<file path="src/rtl/assert_macros.svh">
// assertion macros shared by the box plane side classifier rtl
`ifndef ASSERT_MACROS_SVH
`define ASSERT_MACROS_SVH

// same-cycle implication, held off while reset is asserted
`define BPSC_ASSERT_IMP(label, clk, rst_n, ante, cons) \
	label: assert property (@(posedge clk) disable iff (!rst_n) (ante) |-> (cons)) \
		else $error("bpsc assertion failed");

// next-cycle implication, held off while reset is asserted
`define BPSC_ASSERT_NXT(label, clk, rst_n, ante, cons) \
	label: assert property (@(posedge clk) disable iff (!rst_n) (ante) |=> (cons)) \
		else $error("bpsc assertion failed");

`endif

</file>
<file path="src/rtl/bpsc_pkg.sv">
// package: shared constants and types of the box plane side classifier
`timescale 1ns / 1ps

package bpsc_pkg;

	localparam int COORD_WIDTH_DEF      = 24;
	localparam int NORMAL_FRAC_BITS_DEF = 14;

	// queue between front and back, and result queue
	localparam int MID_DEPTH = 2;
	localparam int OUT_DEPTH = 4;

	// classification handed from front to back
	typedef struct packed {
		logic axial;     // normal is exactly +1.0 on some axis
		logic ax_front;  // axial result, front side
		logic ax_back;   // axial result, back side
	} cls_t;

endpackage

</file>
<file path="src/rtl/bpsc_front.sv">
// front part: axial plane detection and near/far corner selection
`timescale 1ns / 1ps

module bpsc_front
	import bpsc_pkg::*;
#(
	parameter int COORD_WIDTH      = COORD_WIDTH_DEF,
	parameter int NORMAL_FRAC_BITS = NORMAL_FRAC_BITS_DEF,
	localparam int NW              = NORMAL_FRAC_BITS + 2,
	localparam int DATA_W          = 3*NW + 7*COORD_WIDTH
) (
	input  logic signed [NW-1:0]          normal_x,
	input  logic signed [NW-1:0]          normal_y,
	input  logic signed [NW-1:0]          normal_z,
	input  logic signed [COORD_WIDTH-1:0] plane_distance,
	input  logic signed [COORD_WIDTH-1:0] box_min_x,
	input  logic signed [COORD_WIDTH-1:0] box_min_y,
	input  logic signed [COORD_WIDTH-1:0] box_min_z,
	input  logic signed [COORD_WIDTH-1:0] box_max_x,
	input  logic signed [COORD_WIDTH-1:0] box_max_y,
	input  logic signed [COORD_WIDTH-1:0] box_max_z,
	output cls_t                          cls,
	output logic [DATA_W-1:0]             data
);

	localparam logic [NW-1:0] NORM_ONE = {2'b01, {NORMAL_FRAC_BITS{1'b0}}};

	logic signed [NW-1:0]          n   [3];
	logic signed [COORD_WIDTH-1:0] lo  [3];
	logic signed [COORD_WIDTH-1:0] hi  [3];
	logic signed [COORD_WIDTH-1:0] far_c  [3];
	logic signed [COORD_WIDTH-1:0] near_c [3];
	logic signed [COORD_WIDTH-1:0] lo_sel, hi_sel;

	assign n[0]  = normal_x;
	assign n[1]  = normal_y;
	assign n[2]  = normal_z;
	assign lo[0] = box_min_x;
	assign lo[1] = box_min_y;
	assign lo[2] = box_min_z;
	assign hi[0] = box_max_x;
	assign hi[1] = box_max_y;
	assign hi[2] = box_max_z;

	// first axis with normal exactly +1.0 wins
	always_comb begin
		cls.axial = 1'b1;
		lo_sel    = lo[0];
		hi_sel    = hi[0];
		priority if (n[0] == NORM_ONE) begin
			lo_sel = lo[0];
			hi_sel = hi[0];
		end else if (n[1] == NORM_ONE) begin
			lo_sel = lo[1];
			hi_sel = hi[1];
		end else if (n[2] == NORM_ONE) begin
			lo_sel = lo[2];
			hi_sel = hi[2];
		end else begin
			cls.axial = 1'b0;
		end
		// front only at or below min, back only at or above max, else both
		cls.ax_front = (plane_distance <= lo_sel) || (plane_distance < hi_sel);
		cls.ax_back  = !(plane_distance <= lo_sel);
	end

	// negative normal component swaps min and max
	always_comb begin
		for (int i = 0; i < 3; i++) begin
			far_c[i]  = n[i][NW-1] ? lo[i] : hi[i];
			near_c[i] = n[i][NW-1] ? hi[i] : lo[i];
		end
	end

	assign data = {plane_distance, near_c[2], near_c[1], near_c[0],
		far_c[2], far_c[1], far_c[0], n[2], n[1], n[0]};

endmodule

</file>
<file path="config.mk">
export PLATFORM = sky130hd
export DESIGN_NAME = bpsc_front
export DESIGN_NICKNAME = d
export VERILOG_FILES = /design/src/rtl/assert_macros.svh /design/src/rtl/bpsc_pkg.sv /design/src/rtl/bpsc_front.sv
export SDC_FILE = /design/constraint.sdc
export NUM_CORES = 1
export LEC_CHECK = 0
export BUFFER_PORTS_ARGS = -buffer_cell sky130_fd_sc_hd__buf_2
export CORE_AREA = 2 2 169 171
export DETAILED_ROUTE_END_ITERATION = 7
export DIE_AREA = 0 0 171 173
export SYNTH_ARGS = -nofsm -noshare
export SYNTH_HDL_FRONTEND = slang
export SYNTH_SLANG_ARGS = --single-unit
</file>
<file path="constraint.sdc">
create_clock -name vclk -period 7.25
set_clock_uncertainty 0.1 [all_clocks]
set_input_delay 2.175 -clock vclk [all_inputs]
set_output_delay 2.175 -clock vclk [all_outputs]
set_load 0.05 [all_outputs]
</file>
=== Word-level counts from Yosys, hierarchy flattened ===
Cells that the tools add are included.
Widths: inputs -> output; s select.

* Bits in registers: 0
* Input port bits: 216
* Output and inout bits: 219
* Logic and storage cells: 22

* Magnitude comparators: 2
* Equality and inequality tests: 3
* Mux-type cells: 15
* Reduce and logical (&&, ||, !) cells: 2

{| class="wikitable"
|+ Operators with widths
! cell !! number
|-
| $mux 24 || 12
|-
| $eq 16x15->1 const B || 3
|-
| $le 24x24->1 || 1
|-
| $lt 24x24->1 || 1
|-
| $mux 1 || 3
|-
| $logic_not 1->1 || 1
|-
| $logic_or 1x1->1 || 1
|}

=== Longest topological paths before layout ===
* Depth after elaboration: 6
* Mapped depth: 15
* Gate-level depth less buffers: 13

=== Least setup slack after synthesis ===
Ideal clock, no wire load.

* Path type: input-to-output
* Start: input port normal_y[6]
* End: output port cls[1] in the netlist's numbering
* Arrival time: 5.318 ns
* Data required time: 4.975 ns
* Path slack: -0.343 ns
* Stages on the path: 15
* Path buffers: 2
* Path through: nor4b_1 -> nand4_1 -> buf_2 -> buf_2 -> mux2i_1 -> nand2_1 -> o21ai_1 -> ha_1 -> nand3_1 -> nor3_1 -> and4_1 -> o21ai_0 -> o2111ai_1 -> and2_1 -> nand3_1

{| class="wikitable"
|+ RTL lines
! what !! line !! source
|-
| from (decl) || bpsc_front.sv:13 || <nowiki>input logic signed [NW-1:0] normal_y,</nowiki>
|-
| to (decl) || bpsc_front.sv:22 || <nowiki>output cls_t cls,</nowiki>
|}

==> run summary <==
Worst Setup Slack, final: -266 ps
Clock Buffer Count: 0
proportion of layout cells with a drive suffix above 1: 0.751
Area Overhead vs Synth: 72.1%
Rows: 61
hold buffer count at cts: 0
worst path required time: 4970 ps
DRT Wirelength: 24400 um
Setup CP Type: in2out
min Tclk post-route: 7520 ps
Multi-input gate area: 4030 um2
Synthesis Warnings: 0
Filler Cell Count: 3002
total track usage: 0.149
Synth cell types: 31
antenna violations before repair: 3
Die Y-Extent: 173 um
seq_cells: 0
largest net degree at the start of global routing: 50
Die Width: 171 um
final RePlAce weighted congestion: 0.929
Avg Cell Area, Syn: 8.06 um2
Power, Total: 726 uW
cell count of the worst hold path: 2
Hold Vio Cnt, Final: 0
WL/cell: 18.3 um
Max Cap Violations: 0
final setup fails: 2
commonest cells after routing, fill and taps aside: 430 x buf_2, 144 x mux2_2, 60 x nand2_1
Fin Setup TNS: -354 ps
Placed Cells: 1300
sequential-to-total area share from yosys stat: 0
Slew Limit Fails: 0
Synth Instances: 540
RSZ-0062 raised after global routing: true
leading cell type in the layout, fill and taps excluded: buf_2
global-route wire length before repair: 33700 um
worst vdd rail ir drop: 0.0401 mV
crit-path max FO: 14
post-synth net total: 803
Crit. End Element: output port
Register Area: 0 um2
FMAX: 133 MHz
pre-CTS WS: -622 ps
DIE AREA: 29600 um2
Slew @ Worst Pin: 725 ps
Worst slew margin: 0.516
Port Buffer Count: 435
cell area after synthesis: 4350 um2
Final #Nets: 1213
pwr dens: 96.9 nW/um2
outcome: finished, violations left
Antenna Violating Nets Remaining: 0
router iterations before antenna repair: 4
post-layout util: 0.271
crit path DAT: 5240 ps
number of remaining DRC errors: 0
Final Cycle Share: 1.04
gr ovfl total: 0
failing checks: setup timing
critical path launch point type: input pin
detail-routed via count per cell: 4.32
total number of vias: 5746
Cell Count, Final, Fillers Out: 1329
post-DP HPWL: 20600 um
Placeable Area: 27600 um2
effective utilization at floorplan: 0.158
Iter 0 DRT Violations: 134
Pleak: 0.00391 uW
hold crit path type: in2out
vias in the first global route: 5591
I/O Pins: 435
metrics by stage:
stage	hold slack, ps	instance area [um2]
6_report	4550	7490
5_1_grt	4550	7490
4_1_cts	4550	7340
3_5_place_dp	4550	6770
3_3_place_gp	4550	6770
2_1_floorplan	4420	4360
kinds of logic (layout without fill, tap and decap cells):
family,count (synthesis),in the layout,share of synthesized area
muxes,192,192,0.483
and+or+nand+nor,112,112,0.121
buffers and inverters,106,514,0.157
AOI/OAI and AO/OA,83,83,0.105
adders and majority gates,47,47,0.135
other,0,3,0
final timing paths:
check                 endpoint        start  slack, ps
worst max-delay path    cls[1]  normal_y[8]       -270
worst min-delay path  data[20]  normal_y[4]       4550
power by group:
group | switching, uW | internal (uW)
registers | 0 | 0
clock network | 0 | 0.0000556
logic | 499 | 228
total | 499 | 228
synth_stat cells, drive strengths merged:
cell type	n	area (um2)
mux2	144	1620
buf	97	648
nand2	65	244
o21ai	53	265
mux2i	48	480
ha	47	588
a21oi	18	90.1
nand3	10	50.1
nor4	9	56.3
nor2	7	26.3
nand4	6	37.5
and4	5	43.8
clkbuf	5	18.8
inv	4	15.0
a221oi	3	26.3
nor4b	3	26.3
a21o	2	15.0
and2	2	12.5
nor3	2	10.0
or3	2	12.5
a2111o	1	11.3
a211oi	1	7.51
a21boi	1	7.51
a222oi	1	10.0
a31oi	1	6.26
nor2b	1	6.26
o2111ai	1	8.76
o211ai	1	7.51
cell type report:
| cell class | instances | area share |
|---|---|---|
| Multi-Input combinational cell | 434 | 0.538 |
| Antenna cell | 3 | 0.00100 |
| Tap cell | 378 | 0.0631 |
| Inverter | 4 | 0.00200 |
| Timing Repair Buffer | 510 | 0.395 |
layer usage:
metal / vias up / wire [um] / track usage
li1: 2784 / - / -
met1: 2665 / 9180 / 0.165
met2: 287 / 13700 / 0.313
met3: 10 / 1330 / 0.00755
met4: 0 / 199 / 0.0180
met5: - / 0 / 0
repair_timing:
item,4_1_cts,5_1_grt
gates resized for setup,71,39
cloned,5,0
pin swaps,29,32
buffers inserted,20,5
setup endpoints to repair,2,2
worst max-delay path, stage by stage:
cell and delay (ps):
buf_2 120, nor4b_4 270, nand4_1 120, buf_4 160, buf_4 210, buf_4 170
mux2i_2 210, nand2_2 80, o21ai_2 60, ha_1 270, a21oi_2 170, o21ai_2 80
a221oi_2 280, buf_4 170, nand4_1 120, a21oi_2 180, or3_4 160, nand3_4 60
buf_12 150
Note: power is estimated with default switching activity, not from simulation.
