## config.mk

```make
export PLATFORM = sky130hd
export DESIGN_NAME = bpsc_fifo
export DESIGN_NICKNAME = d
export VERILOG_FILES = /design/src/rtl/bpsc_fifo.sv
export VERILOG_INCLUDE_DIRS = /design/src /design/src/rtl
export SDC_FILE = /design/constraint.sdc
export NUM_CORES = 1
export LEC_CHECK = 0
export ABC_AREA = 0
export ABC_CLOCK_PERIOD_IN_PS = 1400
export BUFFER_PORTS_ARGS = -buffer_cell sky130_fd_sc_hd__buf_4
export CORE_UTILIZATION = 43
export CTS_CLUSTER_SIZE = 30
export DETAILED_ROUTE_END_ITERATION = 16
export PLACE_DENSITY = 0.69
export SKIP_LAST_GASP = 1
export SYNTH_ARGS = -nofsm -noshare
export SYNTH_HDL_FRONTEND = slang
export SYNTH_SLANG_ARGS = --single-unit
```

## constraint.sdc

```tcl
create_clock -name clk -period 1.4 [get_ports clk]
set_input_delay 0.07 -clock clk [delete_from_list [all_inputs] [get_ports clk]]
set_output_delay 0.07 -clock clk [all_outputs]
set_load 0.01 [all_outputs]
```

## src/rtl/assert_macros.svh

```systemverilog
// assertion macros shared by the box plane side classifier rtl
`ifndef ASSERT_MACROS_SVH
`define ASSERT_MACROS_SVH

// same-cycle implication, held off while reset is asserted
`define BPSC_ASSERT_IMP(label, clk, rst_n, ante, cons) \
	label: assert property (@(posedge clk) disable iff (!rst_n) (ante) |-> (cons)) \
		else $error("bpsc assertion failed");

// next-cycle implication, held off while reset is asserted
`define BPSC_ASSERT_NXT(label, clk, rst_n, ante, cons) \
	label: assert property (@(posedge clk) disable iff (!rst_n) (ante) |=> (cons)) \
		else $error("bpsc assertion failed");

`endif

```

## src/rtl/bpsc_fifo.sv

```systemverilog
// generic register queue with push/full and pop/empty sides
`timescale 1ns / 1ps
`include "assert_macros.svh"

module bpsc_fifo #(
	parameter int WIDTH = 8,
	parameter int DEPTH = 2
) (
	input  logic                         clk,
	input  logic                         arst_n,
	input  logic                         push,
	output logic                         full,
	input  logic [WIDTH-1:0]             wdata,
	input  logic                         pop,
	output logic                         empty,
	output logic [WIDTH-1:0]             rdata,
	output logic [$clog2(DEPTH+1)-1:0]   count
);

	localparam int PTR_W = (DEPTH > 1) ? $clog2(DEPTH) : 1;
	localparam int CNT_W = $clog2(DEPTH+1);

	logic [WIDTH-1:0] mem_q [DEPTH];
	logic [PTR_W-1:0] wr_ptr_q, rd_ptr_q;
	logic [CNT_W-1:0] count_q;
	logic             do_push, do_pop;

	assign full    = (count_q == CNT_W'(DEPTH));
	assign empty   = (count_q == '0);
	assign do_push = push && !full;
	assign do_pop  = pop && !empty;
	assign rdata   = mem_q[rd_ptr_q];
	assign count   = count_q;

	always_ff @(posedge clk) begin
		if (do_push) begin
			mem_q[wr_ptr_q] <= wdata;
		end
	end

	always_ff @(posedge clk or negedge arst_n) begin
		if (!arst_n) begin
			wr_ptr_q <= '0;
			rd_ptr_q <= '0;
			count_q  <= '0;
		end else begin
			if (do_push) begin
				wr_ptr_q <= (wr_ptr_q == PTR_W'(DEPTH-1)) ? '0 : wr_ptr_q + PTR_W'(1);
			end
			if (do_pop) begin
				rd_ptr_q <= (rd_ptr_q == PTR_W'(DEPTH-1)) ? '0 : rd_ptr_q + PTR_W'(1);
			end
			unique case ({do_push, do_pop})
				2'b10:   count_q <= count_q + CNT_W'(1);
				2'b01:   count_q <= count_q - CNT_W'(1);
				default: count_q <= count_q;
			endcase
		end
	end

	// occupancy follows the accepted pushes and pops
	`BPSC_ASSERT_NXT(a_cnt_up, clk, arst_n, do_push && !do_pop, count_q == $past(count_q) + CNT_W'(1))
	`BPSC_ASSERT_NXT(a_cnt_dn, clk, arst_n, do_pop && !do_push, count_q == $past(count_q) - CNT_W'(1))

endmodule

```

# ---- After elaboration in Yosys (flattened, before gate mapping)
# Memories as Yosys holds them, arrays and structs flattened.
# Cells that the tools add are included.
dict set report word_totals {
  mem_bits_rw 16
  in_bits 12
  mem_count 1
  wordCells 22
  register_bits 4
  out_inout_bits 12
}
dict set report classes {
  add_sub_neg 4
  muxes 5
  n_eq_ne 3
  reduce_logical 6
}
# memory depth width read_ports rd_ports_with_merged_regs write_ports line_no
set memory_table {}
lappend memory_table {mem_q 2 8 1 0 1 bpsc_fifo.sv:23} ;# logic [WIDTH-1:0] mem_q [DEPTH];
# op count
set ops {}
lappend ops {{2-bit == test (second input constant)} 2}
lappend ops {{1-bit 2-to-1 mux} 4}
lappend ops {{2-bit one-hot mux with 2 select lines} 1}
lappend ops {{1-bit adder (second input constant)} 2}
lappend ops {{2-bit by 1-bit adder with 2-bit output (second input constant)} 1}
lappend ops {{2-bit by 1-bit == test with 1-bit output (second input constant)} 1}
lappend ops {{1-bit logical AND} 2}
lappend ops {{1-bit zero test} 2}
lappend ops {{2-bit zero test} 1}
lappend ops {{2-bit nonzero test} 1}
lappend ops {{2-bit by 1-bit subtractor with 2-bit output (second input constant)} 1}

# ---- Longest topological paths before layout
dict set report logic_depth {
  word_depth 5
  depth_mapped 6
  ltp_nobuf 6
}

# ---- Worst setup path before layout
# No wires, ideal clock.
dict set report synth_timing {
  path_kind {register to register}
  startpoint {reg count_q[0], in the netlist count[0]}
  endpoint {mem mem_q[0][0] (enable)}
  slack_ps -48
  path_stages_with_launch 4
  required_time_ps 1030
  arrival_time_ps 1078
  path_cell_list {dfrtp_1 > nand2b_1 > nand2_1 > nor2_1}
}
dict set report synth_between {
  elab_chain_cells 5
}
# element line_no
set synth_lines {}
lappend synth_lines {{start: declaration} bpsc_fifo.sv:25} ;# logic [CNT_W-1:0] count_q;
lappend synth_lines {{start signal: assignment} bpsc_fifo.sv:54} ;# 2'b10: count_q <= count_q + CNT_W'(1);
lappend synth_lines {{start signal: assignment} bpsc_fifo.sv:55} ;# 2'b01: count_q <= count_q - CNT_W'(1);
lappend synth_lines {{start signal: assignment} bpsc_fifo.sv:56} ;# default: count_q <= count_q;
lappend synth_lines {{2-bit == test} bpsc_fifo.sv:28} ;# assign full = (count_q == CNT_W'(DEPTH));
lappend synth_lines {{1-bit zero test} bpsc_fifo.sv:30} ;# assign do_push = push && !full;
lappend synth_lines {{1-bit logical AND} bpsc_fifo.sv:30}
lappend synth_lines {{1-bit 2-to-1 mux} bpsc_fifo.sv:36} ;# if (do_push) begin
lappend synth_lines {{1-bit 2-to-1 mux (not written as such)} bpsc_fifo.sv:37} ;# mem_q[wr_ptr_q] <= wdata;
lappend synth_lines {{end: declaration} bpsc_fifo.sv:23}
# Every way passes these cells.

# ---- Final worst setup path
dict set report layout_timing {
  startpoint {reg count_q[1], in the netlist count[1]}
  endpoint {reg count_q[1], in the netlist count[1]}
}
dict set report layout_between {
  elab_chain_cells 5
  elab_cells_between_ends 12
  classes_between {add/sub: 2; eq/ne: 3; mux: 1; reduce/logical: 6}
}
# element line_no
set layout_lines {}
lappend layout_lines {{2-bit == test / 2-bit zero test (equally long branches)} {bpsc_fifo.sv:28, bpsc_fifo.sv:29}}
lappend layout_lines {{1-bit zero test, on equally long branches} {bpsc_fifo.sv:30, bpsc_fifo.sv:31}}
lappend layout_lines {{1-bit logical AND, on equally long branches} {bpsc_fifo.sv:30, bpsc_fifo.sv:31}}
lappend layout_lines {{2-bit by 1-bit == test with 1-bit output / 2-bit == test (equally long branches)} bpsc_fifo.sv:53} ;# unique case ({do_push, do_pop})
lappend layout_lines {{2-bit one-hot mux with 2 select lines / 2-bit nonzero test (equally long branches)} -}
# Several ways; a longest one is shown, not always the timed one.
# A chain may end at the register's enable or synchronous reset.

==> key figures <==
Setup path
  • Critical-path maximum fanout: 4
  • CP endpoint kind: flop
  • Critical Path AT: 1.60 ns
  • Critical path, cell by cell: nand2b_1 > nand2_1 > ha_1 > nor2_1 > xor2_1
  • CP Launch Type: flop
  • WS Path Type: flop to flop
  • Max incr delay on CP: between 0.4 and 0.5 ns
  • WP data required: 1.63 ns
  • Critical path's slowest cell: dfrtp_1

Synthesis
  • Combinational family with the most area after synthesis: multiplexers
  • Seq cells post-synth: 20
  • Mux share of post-synthesis cell area: 0.117
  • Syn nets: 56
  • Adder-Cell Fraction of Synth Area: 0.0162
  • Synth Area in XOR/XNOR: 0.0567
  • Post-Synthesis Cells: 43
  • Sequential share of the synthesized area: 0.752
  • Post-Syn Area: 772 um2
  • Syn avg cell area: 18.0 um2
  • Post-Synth Simple-Gate Area: 0.0470
  • Compound-Gate Fraction of Synth Area: 0
  • YS warnings: 0
  • Unique masters post-synth: 13

Final layout
  • Fin nets: 100
  • Register area: 582 um2
  • P&R area growth vs syn: 52.7%
  • Post-route cell area: 1180 um2
  • Multi-input logic area: 188 um2
  • Leading cell types in the layout, fill and taps excluded: buf_4, edfxtp_1, dlygate4sd3_1
  • Final core utilization: 0.739
  • Fill cells: approximately 100
  • N_diodes: 0
  • Commonest non-fill, non-tap cell in the layout: buf_4
  • Share of layout cells above drive strength 1: 0.547

Timing
  • TNS Setup: 0 ns
  • Shortest period the worst path allows: 1.37 ns
  • FMAX: 730 MHz
  • RSZ-0062 raised after global routing: true
  • Setup violators final: 0
  • Final Hold Fails: 0
  • Final Max Slew Viols: 0
  • Worst Clk Skew: 0.00249 ns
  • Worst-Margin Slew: 0.391 ns
  • Setup ws final: 0.0304 ns
  • Max-slew headroom: 0.739
  • Final period util: 0.978

GRT
  • Initial antenna violation count: 0
  • Gr ovfl total: 0
  • First-pass GRT wire length: 2.23 mm
  • Pin count of the biggest net entering global routing: 13
  • Gr usage total: 0.172
  • Vias in the first global route: 491

Clock network
  • H-tree Lvls: 1
  • CTS Sinks: 20
  • Root buffer cell: clkbuf_4
  • Clock transition at the registers of the reported paths: about 0.11 ns
  • CTS tree: built
  • CTS buffer count: 3
  • Clk buf depth: 2
  • Worst-skew pair later-pin latency: roughly 0.3 ns

Job
  • Maxcap violations: 0

Floorplan
  • DIE AREA: 1970 um2
  • Ports: 24
  • Floorplan core area: 1590 um2
  • Chip Height: 44.4 um
  • Core Rows: 14
  • Die width: 44.4 um
  • Initial Util: 0.484

Outcome
  • Run status: completed

Detailed routing
  • Via count: 496
  • Pre-Repair DR Iteration Count: 3
  • Routed wire per std cell: 13.0 um
  • DRT Wirelength: 1.43 mm
  • Remaining antenna violation count after routing: 0
  • Vias/cell: 4.51
  • Post-route DRC: 0
  • DR iter-0 viols: 6

Power and ir drop
  • Leak: 0.000493 uW
  • P per Cell Area: between 2000 and 2500 nW/um2
  • Max VDD drop: 1400 uV

Placed design
  • Placed Instance Area: 997 um2
  • GP Congestion: 0.690
  • Half-perimeter wire length after detailed placement: roughly 920 um
  • Port bufs: 23
  • Pre-CTS setup slack: approximately 0.03 ns

Min path
  • Min-delay worst type: input port to async pin
## logic make-up after synthesis
kind of cell             after synthesis
XOR/XNOR                               5
adder cells (fa/ha/maj)                1
multiplexers                           8
buffers and inverters                  2
AND/OR/NAND/NOR                        7
flip-flops                            20
## what timing repair did
item                                   4_1_cts  5_1_grt
endpoints found under the hold margin       20        0
cloned                                       0        0
buffers inserted                             0        5
setup endpoints to repair                    8       17
resized for setup                            1        2
hold buffers                                 9        0
## critical path, delay by kind of cell, from the launching register on
family | cells | cell delay (ns)
xor gates and xnor gates | 1 | 0.14
adders and majority gates | 1 | 0.34
DFF | 1 | 0.43
and+or+nand+nor | 3 | 0.39
## report_power, final
group	total [uW]	internal (uW)	switching, uW
sequential	907	834	73.1
combinational	1010	579	432
clock	464	289	175
total	2380	1700	680
## synth_stat cells
library cell	n	area, um2
xor2_1	2	17.5
ha_1	1	12.5
nor2_1	3	11.3
dfrtp_1	4	100
mux2_2	8	90.1
buf_2	1	5.00
and3_1	1	6.26
nand2b_1	1	6.26
xnor2_1	3	26.3
nand2_1	1	3.75
edfxtp_1	16	480
inv_1	1	3.75
nor2b_2	1	8.76
## sequential cells by signal, indices dropped and copies added, names as in the netlist
register	cells
count	2
mem_q	16
rd_ptr_q	1
wr_ptr_q	1
## final cells by class
type                            instances  area share
Inverter                                1     0.00318
Timing Repair Buffer                   40       0.274
Sequential cell                        20       0.494
Multi-Input combinational cell         21       0.159
Clock inverter                          1      0.0255
Tap cell                               24      0.0255
Clock buffer                            3      0.0191
## through the flow
stage	std cells	total power (uW)	hold WS, ns
2_1_floorplan	43	1410	-0.226
3_3_place_gp	92	1780	-0.129
3_5_place_dp	92	1800	-0.129
4_1_cts	105	2290	0.0783
5_1_grt	110	2520	0.0744
6_report	110	2380	0.0916
## worst paths after layout
kind,slack (ns),start,depth (start not counted),to
min in group clk,0.12,pop,3,rd_ptr_q
worst min-delay path,0.09,arst_n,2,count[0]
worst min register to register,0.54,wr_ptr_q,1,wr_ptr_q
worst max-delay path,0.03,count[1],5,count[1]
worst max register to register,0.03,count[1],5,count[1]
max in group asynchronous,1.19,arst_n,2,rd_ptr_q
## routing by layer
| layer | GRT usage | routed length, um |
|---|---|---|
| met3 | 0.0490 | 41 |
| met5 | 0 | 0 |
| met2 | 0.306 | 849 |
| met4 | 0.0909 | 0 |
| met1 | 0.185 | 539 |
No activity file was read; power rests on OpenSTA's default activity.
